`src/sv/iod_pkg.sv`:
```
// Package for the instruction opcode decoder: major opcode table and
// group base ids. No dependencies.
`timescale 1ns / 1ps
package iod_pkg;

    localparam logic [7:0] NO_ID = 8'hFF;

    localparam logic [7:0] ID_RSUBK = 8'd5;
    localparam logic [7:0] ID_MUL   = 8'd16;
    localparam logic [7:0] ID_BSRL  = 8'd17;
    localparam logic [7:0] ID_IDIV  = 8'd18;
    localparam logic [7:0] ID_GETD  = 8'd19;
    localparam logic [7:0] ID_FADD  = 8'd20;
    localparam logic [7:0] ID_BSRLI = 8'd22;
    localparam logic [7:0] ID_GET   = 8'd23;
    localparam logic [7:0] ID_OR    = 8'd24;
    localparam logic [7:0] ID_XOR   = 8'd26;
    localparam logic [7:0] ID_ANDN  = 8'd27;
    localparam logic [7:0] ID_SEXT8 = 8'd28;
    localparam logic [7:0] ID_MFS   = 8'd29;
    localparam logic [7:0] ID_BR    = 8'd30;
    localparam logic [7:0] ID_BEQ   = 8'd31;
    localparam logic [7:0] ID_RTSD  = 8'd37;
    localparam logic [7:0] ID_BRI   = 8'd38;
    localparam logic [7:0] ID_BEQI  = 8'd39;
    localparam logic [7:0] ID_LBU   = 8'd40;
    localparam logic [7:0] ID_LHU   = 8'd41;
    localparam logic [7:0] ID_LW    = 8'd42;
    localparam logic [7:0] ID_SB    = 8'd43;
    localparam logic [7:0] ID_SH    = 8'd44;
    localparam logic [7:0] ID_SW    = 8'd45;

    // Major opcode table; NO_ID marks an unused opcode.
    function automatic logic [7:0] major_base(input logic [5:0] op);
        logic [7:0] r;
        case (op)
            6'd20, 6'd21, 6'd23, 6'd26, 6'd28, 6'd29, 6'd30, 6'd31,
            6'd51, 6'd55, 6'd59, 6'd63: r = NO_ID;
            6'd22: r = 8'd20;
            6'd24: r = 8'd21;
            6'd25: r = 8'd22;
            6'd27: r = 8'd23;
            6'd52: r = 8'd43;
            6'd53: r = 8'd44;
            6'd54: r = 8'd45;
            6'd56: r = 8'd46;
            6'd57: r = 8'd47;
            6'd58: r = 8'd48;
            6'd60: r = 8'd49;
            6'd61: r = 8'd50;
            6'd62: r = 8'd51;
            default:
            begin
                if (op < 6'd20)
                begin
                    r = {2'b00, op};
                end
                else
                begin
                    r = {2'b00, op} - 8'd8;
                end
            end
        endcase
        return r;
    endfunction

endpackage

```
`src/sv/instruction_opcode_decoder.sv`:
```
// Top level of the instruction opcode decoder: one registered decode pass.
// Depends on iod_pkg for the opcode table and group ids.
//
// Usage: drive word and pulse start while busy is low; busy is always low,
// so a word may be started every cycle. In the cycle after a word is taken,
// done is high for exactly one cycle with the decoded result: valid_res,
// instr_id (0 when invalid) and the raw operand slices of the word.
// Throughput is one word per cycle, set by the single register stage after
// the decode logic. The receiver cannot stall and has to take each
// result in the cycle done is high.
// Reset clears done; result payload registers are not reset.
`timescale 1ns / 1ps
module instruction_opcode_decoder
    import iod_pkg::*;
(
    input  logic               clk,
    input  logic               rst_n,
    input  logic               start,
    output logic               busy,
    input  logic [31:0]        word,
    output logic               done,
    output logic               valid_res,
    output logic [7:0]         instr_id,
    output logic [4:0]         dest_reg,
    output logic [4:0]         src_a_reg,
    output logic [4:0]         src_b_reg,
    output logic signed [15:0] immediate,
    output logic [4:0]         shift_amount,
    output logic [3:0]         link_id,
    output logic [13:0]        special_reg
);

    logic        done_reg;
    logic [7:0]  id_reg;
    logic [31:0] word_reg;
    logic [7:0]  id_next;
    logic [7:0]  base;
    logic [10:0] f;
    logic [1:0]  m9;
    logic [4:0]  rd;
    logic [4:0]  ra;
    logic [5:0]  s;

    assign busy = 1'b0;

    always_comb
    begin
        base = major_base(word[31:26]);
        f    = word[10:0];
        m9   = word[10:9];
        rd   = word[25:21];
        ra   = word[20:16];
        s    = 6'd0;
        id_next = base;
        case (base)
            ID_MUL:
                id_next = (f == 11'd0) ? ID_MUL
                        : (f <= 11'd3) ? 8'd51 + {5'd0, f[2:0]} : NO_ID;
            ID_SEXT8:
            begin
                case (f)
                    11'h060: id_next = ID_SEXT8;
                    11'h068: id_next = 8'd55;
                    11'h064: id_next = 8'd56;
                    11'h066: id_next = 8'd57;
                    11'h074: id_next = 8'd58;
                    11'h061: id_next = 8'd59;
                    11'h041: id_next = 8'd60;
                    11'h021: id_next = 8'd61;
                    11'h001: id_next = 8'd62;
                    default: id_next = NO_ID;
                endcase
            end
            ID_BEQ, ID_BEQI:
            begin
                // Condition codes 0x01..0x05 and 0x10..0x15 map to consecutive ids 1..11 above the base, in pairs.
                if (rd == 5'd0)
                begin
                    id_next = base;
                end
                else if (rd[3:0] >= 4'd1 && rd[3:0] <= 4'd5 && !(rd[3:0] == 4'd0))
                begin
                    id_next = NO_ID;
                end
                else
                begin
                    id_next = NO_ID;
                end
                if (rd != 5'd0 && rd[3] == 1'b0 && rd[2:0] <= 3'd5
                    && (rd[2:0] != 3'd0 || rd[4]))
                begin
                    // idx = 1 for 0x10, else 2*(6-low)+high, computed below
                    id_next = ((base == ID_BEQ) ? 8'd62 : 8'd73)
                            + ((rd[2:0] == 3'd0) ? 8'd1
                               : {4'd0, (3'd5 - rd[2:0]), 1'b0} + 8'd2 + {7'd0, rd[4]});
                end
            end
            ID_BR, ID_BRI:
            begin
                if (ra == 5'd0)
                begin
                    id_next = base;
                end
                else if (ra[1:0] == 2'b00 && ra[4:2] >= 3'd2)
                begin
                    id_next = ((base == ID_BR) ? 8'd85 : 8'd91) + {5'd0, ra[4:2]} - 8'd2;
                end
                else
                begin
                    id_next = NO_ID;
                end
            end
            ID_BSRL, ID_BSRLI:
            begin
                case (m9)
                    2'd0:    id_next = base;
                    2'd2:    id_next = (base == ID_BSRL) ? 8'd97 : 8'd99;
                    2'd1:    id_next = (base == ID_BSRL) ? 8'd98 : 8'd100;
                    default: id_next = NO_ID;
                endcase
            end
            ID_RSUBK:
                id_next = (f == 11'd0) ? ID_RSUBK : (f == 11'd1) ? 8'd101
                        : (f == 11'd3) ? 8'd102 : NO_ID;
            ID_FADD:
            begin
                case (f)
                    11'h000: id_next = ID_FADD;
                    11'h080: id_next = 8'd103;
                    11'h100: id_next = 8'd104;
                    11'h180: id_next = 8'd105;
                    11'h200: id_next = 8'd106;
                    11'h210: id_next = 8'd107;
                    11'h220: id_next = 8'd108;
                    11'h230: id_next = 8'd109;
                    11'h240: id_next = 8'd110;
                    11'h250: id_next = 8'd111;
                    11'h260: id_next = 8'd112;
                    11'h280: id_next = 8'd113;
                    11'h300: id_next = 8'd114;
                    11'h380: id_next = 8'd115;
                    default: id_next = NO_ID;
                endcase
            end
            ID_GET, ID_GETD:
            begin
                s = (base == ID_GET) ? word[15:10] : word[10:5];
                if (s == 6'd0)
                begin
                    id_next = base;
                end
                else if (!s[5])
                begin
                    id_next = ((base == ID_GET) ? 8'd115 : 8'd162) + {2'd0, s};
                end
                else if (!s[0])
                begin
                    id_next = ((base == ID_GET) ? 8'd147 : 8'd194) + {4'd0, s[4:1]};
                end
                else
                begin
                    id_next = NO_ID;
                end
            end
            ID_IDIV:
                id_next = (word[1:0] == 2'd0) ? ID_IDIV
                        : (word[1:0] == 2'd2) ? 8'd210 : NO_ID;
            ID_LBU:  id_next = m9[0] ? 8'd211 : ID_LBU;
            ID_LHU:  id_next = m9[0] ? 8'd212 : ID_LHU;
            ID_LW:
                id_next = (m9 == 2'd0) ? ID_LW : (m9 == 2'd1) ? 8'd213
                        : (m9 == 2'd2) ? 8'd214 : NO_ID;
            ID_SB:   id_next = m9[0] ? 8'd215 : ID_SB;
            ID_SH:   id_next = m9[0] ? 8'd216 : ID_SH;
            ID_SW:
                id_next = (m9 == 2'd0) ? ID_SW : (m9 == 2'd1) ? 8'd217
                        : (m9 == 2'd2) ? 8'd218 : NO_ID;
            ID_MFS:
            begin
                if (!word[15])
                begin
                    id_next = word[16] ? 8'd220 : 8'd219;
                end
                else
                begin
                    id_next = word[14] ? 8'd221 : ID_MFS;
                end
            end
            ID_OR:
                id_next = (f == 11'd0) ? ID_OR : (f == 11'h400) ? 8'd222 : NO_ID;
            ID_XOR:
                id_next = (f == 11'd0) ? ID_XOR : (f == 11'h400) ? 8'd223 : NO_ID;
            ID_ANDN:
                id_next = (f == 11'd0) ? ID_ANDN : (f == 11'h400) ? 8'd224 : NO_ID;
            ID_RTSD:
            begin
                case (rd)
                    5'h10:   id_next = ID_RTSD;
                    5'h11:   id_next = 8'd225;
                    5'h12:   id_next = 8'd226;
                    5'h14:   id_next = 8'd227;
                    default: id_next = NO_ID;
                endcase
            end
            default: id_next = base;
        endcase
    end

    always_ff @(posedge clk or negedge rst_n)
    begin
        if (!rst_n)
        begin
            done_reg <= 1'b0;
        end
        else
        begin
            done_reg <= start;
        end
    end

    always_ff @(posedge clk)
    begin
        if (start)
        begin
            id_reg   <= id_next;
            word_reg <= word;
        end
    end

    assign done         = done_reg;
    assign valid_res    = (id_reg != NO_ID);
    assign instr_id     = (id_reg != NO_ID) ? id_reg : 8'd0;
    assign dest_reg     = word_reg[25:21];
    assign src_a_reg    = word_reg[20:16];
    assign src_b_reg    = word_reg[15:11];
    assign immediate    = word_reg[15:0];
    assign shift_amount = word_reg[4:0];
    assign link_id      = word_reg[3:0];
    assign special_reg  = word_reg[13:0];

endmodule
```
`config.mk`:
```
export PLATFORM = sky130hd
export DESIGN_NAME = instruction_opcode_decoder
export DESIGN_NICKNAME = d
export VERILOG_FILES = /design/src/sv/iod_pkg.sv /design/src/sv/instruction_opcode_decoder.sv
export SDC_FILE = /design/constraint.sdc
export NUM_CORES = 1
export LEC_CHECK = 0
export ABC_AREA = 1
export BUFFER_PORTS_ARGS = -buffer_cell sky130_fd_sc_hd__buf_4
export CELL_PAD_IN_SITES_DETAIL_PLACEMENT = 1
export CELL_PAD_IN_SITES_GLOBAL_PLACEMENT = 1
export CORE_MARGIN = 1.5
export CORE_UTILIZATION = 40
export CTS_BUF_LIST = sky130_fd_sc_hd__clkbuf_2 sky130_fd_sc_hd__clkbuf_4 sky130_fd_sc_hd__clkbuf_8
export CTS_CLUSTER_SIZE = 28
export DETAILED_ROUTE_END_ITERATION = 8
export PLACE_DENSITY_LB_ADDON = 0.08
export SYNTH_ARGS = -nofsm -noshare
export SYNTH_HDL_FRONTEND = slang
export SYNTH_SLANG_ARGS = --single-unit
```
`constraint.sdc`:
```
create_clock -name clk -period 1.5 [get_ports clk]
set_clock_uncertainty 0.2 [all_clocks]
set_input_delay 0.3 -clock clk [delete_from_list [all_inputs] [get_ports clk]]
set_output_delay 0.3 -clock clk [all_outputs]
set_load 0.005 [all_outputs]
```
==> results of run 1 <==
-- cells in the mapped netlist (7+ instances only) --
master and count:
a21oi_1 20, buf_4 29, edfxtp_1 34, ha_1 23
inv_1 103, inv_2 15, nand2_1 181, nand2_2 14
nand2_4 8, nand3_1 75, nand3_2 7, nand4_1 10
nor2_1 112, nor2_2 8, nor3_1 20, o211ai_1 9
o21ai_0 41
-- kinds of logic after synthesis --
group | synth area share (%)
and+or+nand+nor | 44.74
buffers and inverters | 14.62
AOI/OAI and AO/OA | 11.71
DFF | 21.56
adders and majority gates | 6.756
xor gates and xnor gates | 0.5416
other | 0.07729
-- per-layer routing --
metal | track usage (%) | GRT overflow
met1 | 81.97 | 0
met2 | 105.7 | 228
met3 | 66.58 | 5
met4 | 96.08 | 117
met5 | 16.47 | 1
-- through the flow --
| step | instances | TNS (ns) | utilization, % | setup WS (ns) |
|---|---|---|---|---|
| 2_1_floorplan | 769 | -12.22 | - | -1.859 |
| 3_3_place_gp | 1176 | -17.42 | 60.48 | -2.232 |
| 3_5_place_dp | 1176 | -19.69 | 60.48 | -2.342 |
| 4_1_cts | 1216 | -17.16 | 67.33 | -1.800 |
-- timing repair --
action                                  in CTS
resized for setup                          108
pin swaps                                   82
cloned                                       0
hold buffers                                 4
buffers inserted                            30
hold endpoints to repair                     4
endpoints found under the setup margin      17
==> results.sh, run 1 <==
export IMPL_synth_main_ff_cell="edfxtp_1"
export IMPL_cts_root_buf="clkbuf_8"
export IMPL_htreeDepth=2
export IMPL_placed_area_um2=7204
export IMPL_status="did not finish"
export IMPL_async_flop_share_pct=2.857
export IMPL_synth_edf_count=34
export IMPL_yosysTopAreaCell="edfxtp_1"
export IMPL_port_buffers=98
export IMPL_num_rows=40
export IMPL_track_usage_pct=85.40
export IMPL_ys_warnings_count=0
export IMPL_syn_avg_cell_area_um2=6.310
export IMPL_error="[ERROR GRT-0232] Routing congestion too high. Check the congestion heatmap in the GUI."
export IMPL_gp_congestion=1.002
export IMPL_seq_area_frac_synth_pct=21.56
export IMPL_synth_distinct_cells=48
export IMPL_dieWidth_um=113.1
export IMPL_gr_total_overflow=351
export IMPL_synth_top_area_share_pct=21.04
export IMPL_worst_path_end_type="register input"
export IMPL_lastStage="5_1_grt"
export IMPL_num_io_pins=100
export IMPL_hpwl_um=19690
export IMPL_cts_path_max_buffers=2
export IMPL_syn_inst=769
export IMPL_synth_cell_area_um2=4852
export IMPL_synth_seq_cells=35
export IMPL_start_util_pct=40.74
export IMPL_crit_endpoint="id_reg[2]$_DFFE_PP_/D"
export IMPL_cts_sinks=35
export IMPL_grt_max_degree=36
export IMPL_syn_num_nets=829
export IMPL_synthTopCellsByArea="edfxtp_1, nand2_1, nor2_1"
export IMPL_die_h_um=113.1
export IMPL_cts_buffers=5
==> run 2: changes to the inputs <==
- CELL_PAD_IN_SITES_DETAIL_PLACEMENT: 1 -> not set
- CELL_PAD_IN_SITES_GLOBAL_PLACEMENT: 1 -> not set
- CTS_BUF_LIST: sky130_fd_sc_hd__clkbuf_2 sky130_fd_sc_hd__clkbuf_4 sky130_fd_sc_hd__clkbuf_8 -> not set
- CTS_CLUSTER_SIZE: 28 -> not set
- PLACE_DENSITY_LB_ADDON: 0.08 -> 0.15
==> results.sh, run 2 <==
export IMPL_yosysTopAreaCell="edfxtp_1"
export IMPL_fin_setup_tns_ns=-18.14
export IMPL_num_io_pins=100
export IMPL_synth_distinct_cells=48
export IMPL_layout_setup_ws_ns=-1.979
export IMPL_dieWidth_um=113.1
export IMPL_fin_nets=1145
export IMPL_path_cells="buf_12, buf_4, nand3_2, nand3_2, nand2_4, nor2_8, nand3_4, nand2_4, buf_12, nand2_8, nor2_4, nand2_4, inv_4, ha_4, nand2_4, nor2_4, a211oi_2, o21ai_2, a21oi_2, xor2_1, o21ai_1, nand3_1, nor2_2, nand3_1"
export IMPL_wl_um=21630
export IMPL_worst_path_most_repeated_cell="nand2_4"
export IMPL_postRouteAntennaNets=0
export IMPL_cts_tree="done"
export IMPL_p_comb_share_pct=57.0
export IMPL_route_vias_total=6574
export IMPL_start_kind="input pin"
export IMPL_start_util_pct=40.74
export IMPL_yosys_top_cells_count="nand2_1, nor2_1, inv_1"
export IMPL_synth_edf_count=34
export IMPL_syn_num_nets=829
export IMPL_path_buf_inv=4
export IMPL_gr_total_overflow=0
export IMPL_htreeDepth=2
export IMPL_cts_sinks=35
export IMPL_fmax_mhz=287.4
export IMPL_crit_arrival_ns=3.31
export IMPL_finalSetupViolCount=17
export IMPL_cap_violations=0
export IMPL_multiInputGateArea_um2=3729
export IMPL_num_antenna_cells=0
export IMPL_place_ws_ns=-2.418
export IMPL_swShare_pct=38.91
export IMPL_min_period_ns=3.479
export IMPL_area_growth_syn_to_layout_pct=73.59
export IMPL_worstPathMaxFanout=6
export IMPL_synth_top_area_share_pct=21.04
export IMPL_dieArea_um2=12800
export IMPL_vias_per_cell=5.332
export IMPL_end_kind="flop"
export IMPL_hold_path_startpoint="word[25]"
export IMPL_ys_warnings_count=0
export IMPL_drtIter0Drc=573
export IMPL_largest_reg_flops=26
export IMPL_critPathTopFamily="simple AND/OR/NAND/NOR gates"
export IMPL_layout_worst_path_cycle_share_pct=231.9
export IMPL_cts_buffers=5
export IMPL_die_h_um=113.1
export IMPL_seq_area_frac_synth_pct=21.56
export IMPL_cts_root_buf="clkbuf_16"
export IMPL_synth_seq_cells=35
export IMPL_layout_commonest_cell="buf_4"
export IMPL_grt_first_pass_wirelength_um=30750
export IMPL_final_area_um2=8423
export IMPL_holdWs_ns=0.007821
export IMPL_cp_required_ns=1.33
export IMPL_dp_cells=1176
export IMPL_pwr_density_cell_nw_per_um2=645.9
export IMPL_grt_max_degree=36
export IMPL_drv_slew=0
export IMPL_num_rows=40
export IMPL_syn_inst=769
export IMPL_violations="setup timing"
export IMPL_drc=0
export IMPL_p_switching_w=0.002117
export IMPL_seq_area_um2=1046
export IMPL_antenna_found_initial=0
export IMPL_hold_path_end="word_reg[25]$_DFFE_PP_"
export IMPL_fp_coreArea_um2=11910
export IMPL_stdcell_count=1233
export IMPL_hold_viol=0
export IMPL_internal_power_w=0.003323
export IMPL_synth_cell_area_um2=4852
export IMPL_async_flop_share_pct=2.857
export IMPL_timing_critical_path_slowest_stage_cell="a211oi_2"
export IMPL_ir_drop_mv=0.3628
export IMPL_wire_per_inst_um=17.54
export IMPL_rsz0062_at_grt="true"
export IMPL_placed_area_um2=7204
export IMPL_drive_above_1_share_pct=48.43
export IMPL_p_leak_nw=4.300
export IMPL_clk_pin_slew_ns=0.06
export IMPL_grt_pass1_vias=6156
export IMPL_hpwl_um=15760
export IMPL_dr_pass1_iters=6
export IMPL_port_buffers=98
export IMPL_synth_main_ff_cell="edfxtp_1"
export IMPL_p_clk_share_pct=19.5
export IMPL_syn_avg_cell_area_um2=6.310
export IMPL_synthTopCellsByArea="edfxtp_1, nand2_1, nor2_1"
export IMPL_status="finished with violations"
export IMPL_seqPwrFrac_pct=23.6
export IMPL_track_usage_pct=30.52
export IMPL_fill_cells=967
export IMPL_mostFrequentLayoutCells="buf_4, nand2_1, inv_1"
export IMPL_min_path_type="input pin to flop"
export IMPL_synth_most_common_cell="nand2_1"
export IMPL_cts_path_max_buffers=2
export IMPL_whs_path_depth=1
export IMPL_gp_congestion=1.022
export IMPL_setup_worst_path_class="input pin to flop"
export IMPL_slowest_delay_ns=0.26
==> run 2: cell counts after synthesis <==
No cell type changed its count.
==> run 2: area by class of cell <==
cell class	count	share of cell area (%)
well taps	147	2.184
clock buffers	5	1.485
repair buffers	343	33.02
flip-flops and latches	35	12.42
multi-input cells	578	44.27
inverters	122	6.447
clock inverters	3	0.1783
==> run 2: layer usage <==
metal,vias to the layer above,part of all wire (%),GRT usage [%]
met5,-,0,0
met4,0,4.6,13.83
met3,86,5.7,2.999
met2,321,50,53.70
met1,3050,40,37.72
li1,3117,-,-
==> run 2: worst max-delay path by stage <==
stage | start | cells past startpoint | endpoint | slack, ns
4_1_cts | word[29] | 27 | id_reg[2]$_DFFE_PP_ | -1.80
5_1_grt | word[27] | 24 | id_reg[5]$_DFFE_PP_ | -2.15
6_report | word[27] | 24 | id_reg[5]$_DFFE_PP_ | -1.98
3_5_place_dp | word[27] | 22 | id_reg[5]$_DFFE_PP_ | -2.42
3_3_place_gp | word[28] | 23 | id_reg[5]$_DFFE_PP_ | -2.32
2_1_floorplan | word[26] | 26 | id_reg[2]$_DFFE_PP_ | -1.86
==> run 2: cell families (layout without fill, tap and decap cells) <==
| family | Yosys count | after routing | synth area share (%) |
|---|---|---|---|
| buf+inv | 156 | 473 | 14.62 |
| xor+xnor | 3 | 3 | 0.5416 |
| simple gates | 458 | 458 | 44.74 |
| compound gates | 91 | 91 | 11.71 |
| other cells | 1 | 1 | 0.07729 |
| flops | 35 | 35 | 21.56 |
| fa+ha+maj | 25 | 25 | 6.756 |
==> run 2: power by group through the flow <==
stage | clock network (W) | logic [W] | registers, W
3_5_place_dp | 0 | 0.00240 | 0.00130
5_1_grt | 0.00109 | 0.00330 | 0.00129
3_3_place_gp | 0 | 0.00237 | 0.00129
4_1_cts | 0.00105 | 0.00272 | 0.00128
2_1_floorplan | 0 | 0.00120 | 0.00130
6_report | 0.00106 | 0.00310 | 0.00128
==> run 2: through the flow <==
stage                     power (W)  util [%]
after floorplan            0.002495         -
after global placement     0.003660     60.48
after detailed placement   0.003699     60.48
after CTS                  0.005058     66.81
after global routing       0.005676     70.71
final                      0.005440     70.71
==> run 2: what timing repair did <==
| item | in CTS | in global routing |
|---|---|---|
| pin swaps | 68 | 77 |
| endpoints found under the setup margin | 17 | 17 |
| hold buffers | 2 | 0 |
| setup buffers | 33 | 18 |
| endpoints found under the hold margin | 2 | 0 |
| gates resized for setup | 92 | 87 |
Note: power is estimated with default switching activity, not from simulation.
==> run 3: changes to the inputs <==
- PLACE_DENSITY: not set -> 0.62
- PLACE_DENSITY_LB_ADDON: 0.15 -> not set
==> results.sh, run 3 (same netlist as run 2, synthesis figures left out) <==
export IMPL_grt_pass1_vias=6045
export IMPL_dieArea_um2=12800
export IMPL_num_rows=40
export IMPL_p_clk_share_pct=19.6
export IMPL_wl_um=19460
export IMPL_violations="setup timing"
export IMPL_crit_start="word[29]"
export IMPL_final_area_um2=8107
export IMPL_htreeDepth=2
export IMPL_setup_worst_path_class="input pin to flop"
export IMPL_status="finished with violations"
export IMPL_finalPower_w=0.005157
export IMPL_cap_violations=0
export IMPL_port_buffers=98
export IMPL_postRouteAntennaNets=0
export IMPL_ir_drop_mv=0.3847
export IMPL_track_usage_pct=30.24
export IMPL_placed_area_um2=7272
export IMPL_grt_max_degree=36
export IMPL_dieWidth_um=113.1
export IMPL_layout_worst_path_cycle_share_pct=224.2
export IMPL_num_io_pins=100
export IMPL_vias_per_cell=5.160
export IMPL_min_period_ns=3.364
export IMPL_gr_total_overflow=0
export IMPL_grt_first_pass_wirelength_um=30410
export IMPL_route_vias_total=6311
export IMPL_seqPwrFrac_pct=24.9
export IMPL_cts_sinks=35
export IMPL_min_path_type="input pin to flop"
export IMPL_internal_power_w=0.003203
export IMPL_fmax_mhz=297.3
export IMPL_wire_per_inst_um=15.91
export IMPL_drive_above_1_share_pct=46.10
export IMPL_num_antenna_cells=0
export IMPL_worst_pin_slew_ns=0.5225
export IMPL_cp_endpoint="id_reg[2]$_DFFE_PP_"
export IMPL_drv_slew=0
export IMPL_crit_arrival_ns=3.21
export IMPL_cts_tree="done"
export IMPL_cts_buffers=5
export IMPL_area_growth_syn_to_layout_pct=67.07
export IMPL_hpwl_um=15660
export IMPL_hold_viol=0
export IMPL_pwr_density_cell_nw_per_um2=636.2
export IMPL_layout_commonest_cell="buf_4"
export IMPL_worstPathMaxFanout=6
export IMPL_gp_congestion=1.048
export IMPL_cts_root_buf="clkbuf_16"
export IMPL_stdcell_count=1223
export IMPL_clk_pin_slew_ns=0.06
export IMPL_swShare_pct=37.89
export IMPL_fill_cells=1048
export IMPL_start_util_pct=40.74
export IMPL_maxSlewHeadroom_pct=64.80
export IMPL_cts_path_max_buffers=2
export IMPL_fp_coreArea_um2=11910
export IMPL_largest_reg_flops=26
export IMPL_end_kind="flop"
export IMPL_mostFrequentLayoutCells="buf_4, nand2_1, inv_1"
export IMPL_cp_required_ns=1.34
export IMPL_dp_cells=1185
export IMPL_die_h_um=113.1
export IMPL_drc=0
export IMPL_antenna_found_initial=0
export IMPL_dr_pass1_iters=5
export IMPL_start_kind="input pin"
export IMPL_fin_nets=1135
export IMPL_layout_setup_ws_ns=-1.864
export IMPL_p_comb_share_pct=55.6
export IMPL_p_leak_nw=4.189
export IMPL_p_switching_w=0.001954
export IMPL_finalSetupViolCount=17
export IMPL_rsz0062_at_grt="true"
export IMPL_fin_util_pct=68.06
export IMPL_drtIter0Drc=400
==> run 3: through the flow <==
step | TNS (ns) | setup WS, ns | hold WS [ns]
floorplan | -12.22 | -1.859 | -0.1956
global placement | -17.30 | -2.251 | -0.1246
detailed placement | -18.06 | -2.301 | -0.1239
CTS | -16.18 | -1.766 | 0.0003273
global route | -18.71 | -2.050 | 0.01313
finish | -16.90 | -1.864 | 0.01027
==> run 3: how the worst min path moves through the flow <==
stage / depth (start not counted) / slack [ns] / end / start
floorplan: 0 / -0.20 / done$_DFF_PN0_ / rst_n
global placement: 1 / -0.12 / done$_DFF_PN0_ / rst_n
detailed placement: 1 / -0.12 / done$_DFF_PN0_ / rst_n
CTS: 1 / 0.0003 / word_reg[25]$_DFFE_PP_ / word[25]
global route: 1 / 0.01 / word_reg[17]$_DFFE_PP_ / word[17]
finish: 1 / 0.01 / word_reg[17]$_DFFE_PP_ / word[17]
==> run 3: layer usage <==
layer | up-vias | global-route usage (%) | wire [µm]
met1 | 2898 | 36.08 | 7970
met2 | 242 | 54.42 | 9596
met5 | - | 0 | 0
met3 | 63 | 2.732 | 901
met4 | 0 | 14.83 | 992
li1 | 3108 | - | -
==> run 3: repair_timing <==
item	in CTS	in global routing
hold buffers	1	1
pin swaps	71	25
setup buffers	26	3
resized for setup	89	38
endpoints found under the hold margin	1	1
endpoints found under the setup margin	17	17
==> run 3: layout make-up <==
type / instances / area [µm²] / area share (%)
flip-flops and latches: 35 / 1046 / 12.90
multi-input cells: 578 / 3576 / 44.11
clock inverters: 2 / 7.507 / 0.09261
clock buffers: 6 / 128.9 / 1.590
well taps: 147 / 183.9 / 2.269
repair buffers: 333 / 2649 / 32.67
inverters: 122 / 515.5 / 6.359
==> run 3: critical path, cell delays in order <==
cell     delay (ns)
buf_12         0.10
inv_8          0.04
nor2_4         0.13
nand2_2        0.09
a21oi_4        0.25
nor2_8         0.10
buf_4          0.16
nand3_4        0.09
nand2_4        0.06
inv_4          0.07
nand3_4        0.08
inv_2          0.08
ha_4           0.19
inv_2          0.06
ha_4           0.13
fa_2           0.43
o22ai_2        0.15
inv_1          0.06
nand2_1        0.07
nand2_1        0.05
nor2_1         0.12
nand2_1        0.06
nor2_1         0.11
nand3_1        0.07
nor2_1         0.10
nor2_1         0.05
==> run 3: power groups by stage <==
stage / logic [W] / registers [W] / clock network (W)
4_1_cts: 0.00268 / 0.00128 / 0.00103
3_3_place_gp: 0.00239 / 0.00130 / 0
6_report: 0.00286 / 0.00128 / 0.00101
2_1_floorplan: 0.00120 / 0.00130 / 0
3_5_place_dp: 0.00242 / 0.00130 / 0
5_1_grt: 0.00308 / 0.00130 / 0.00105
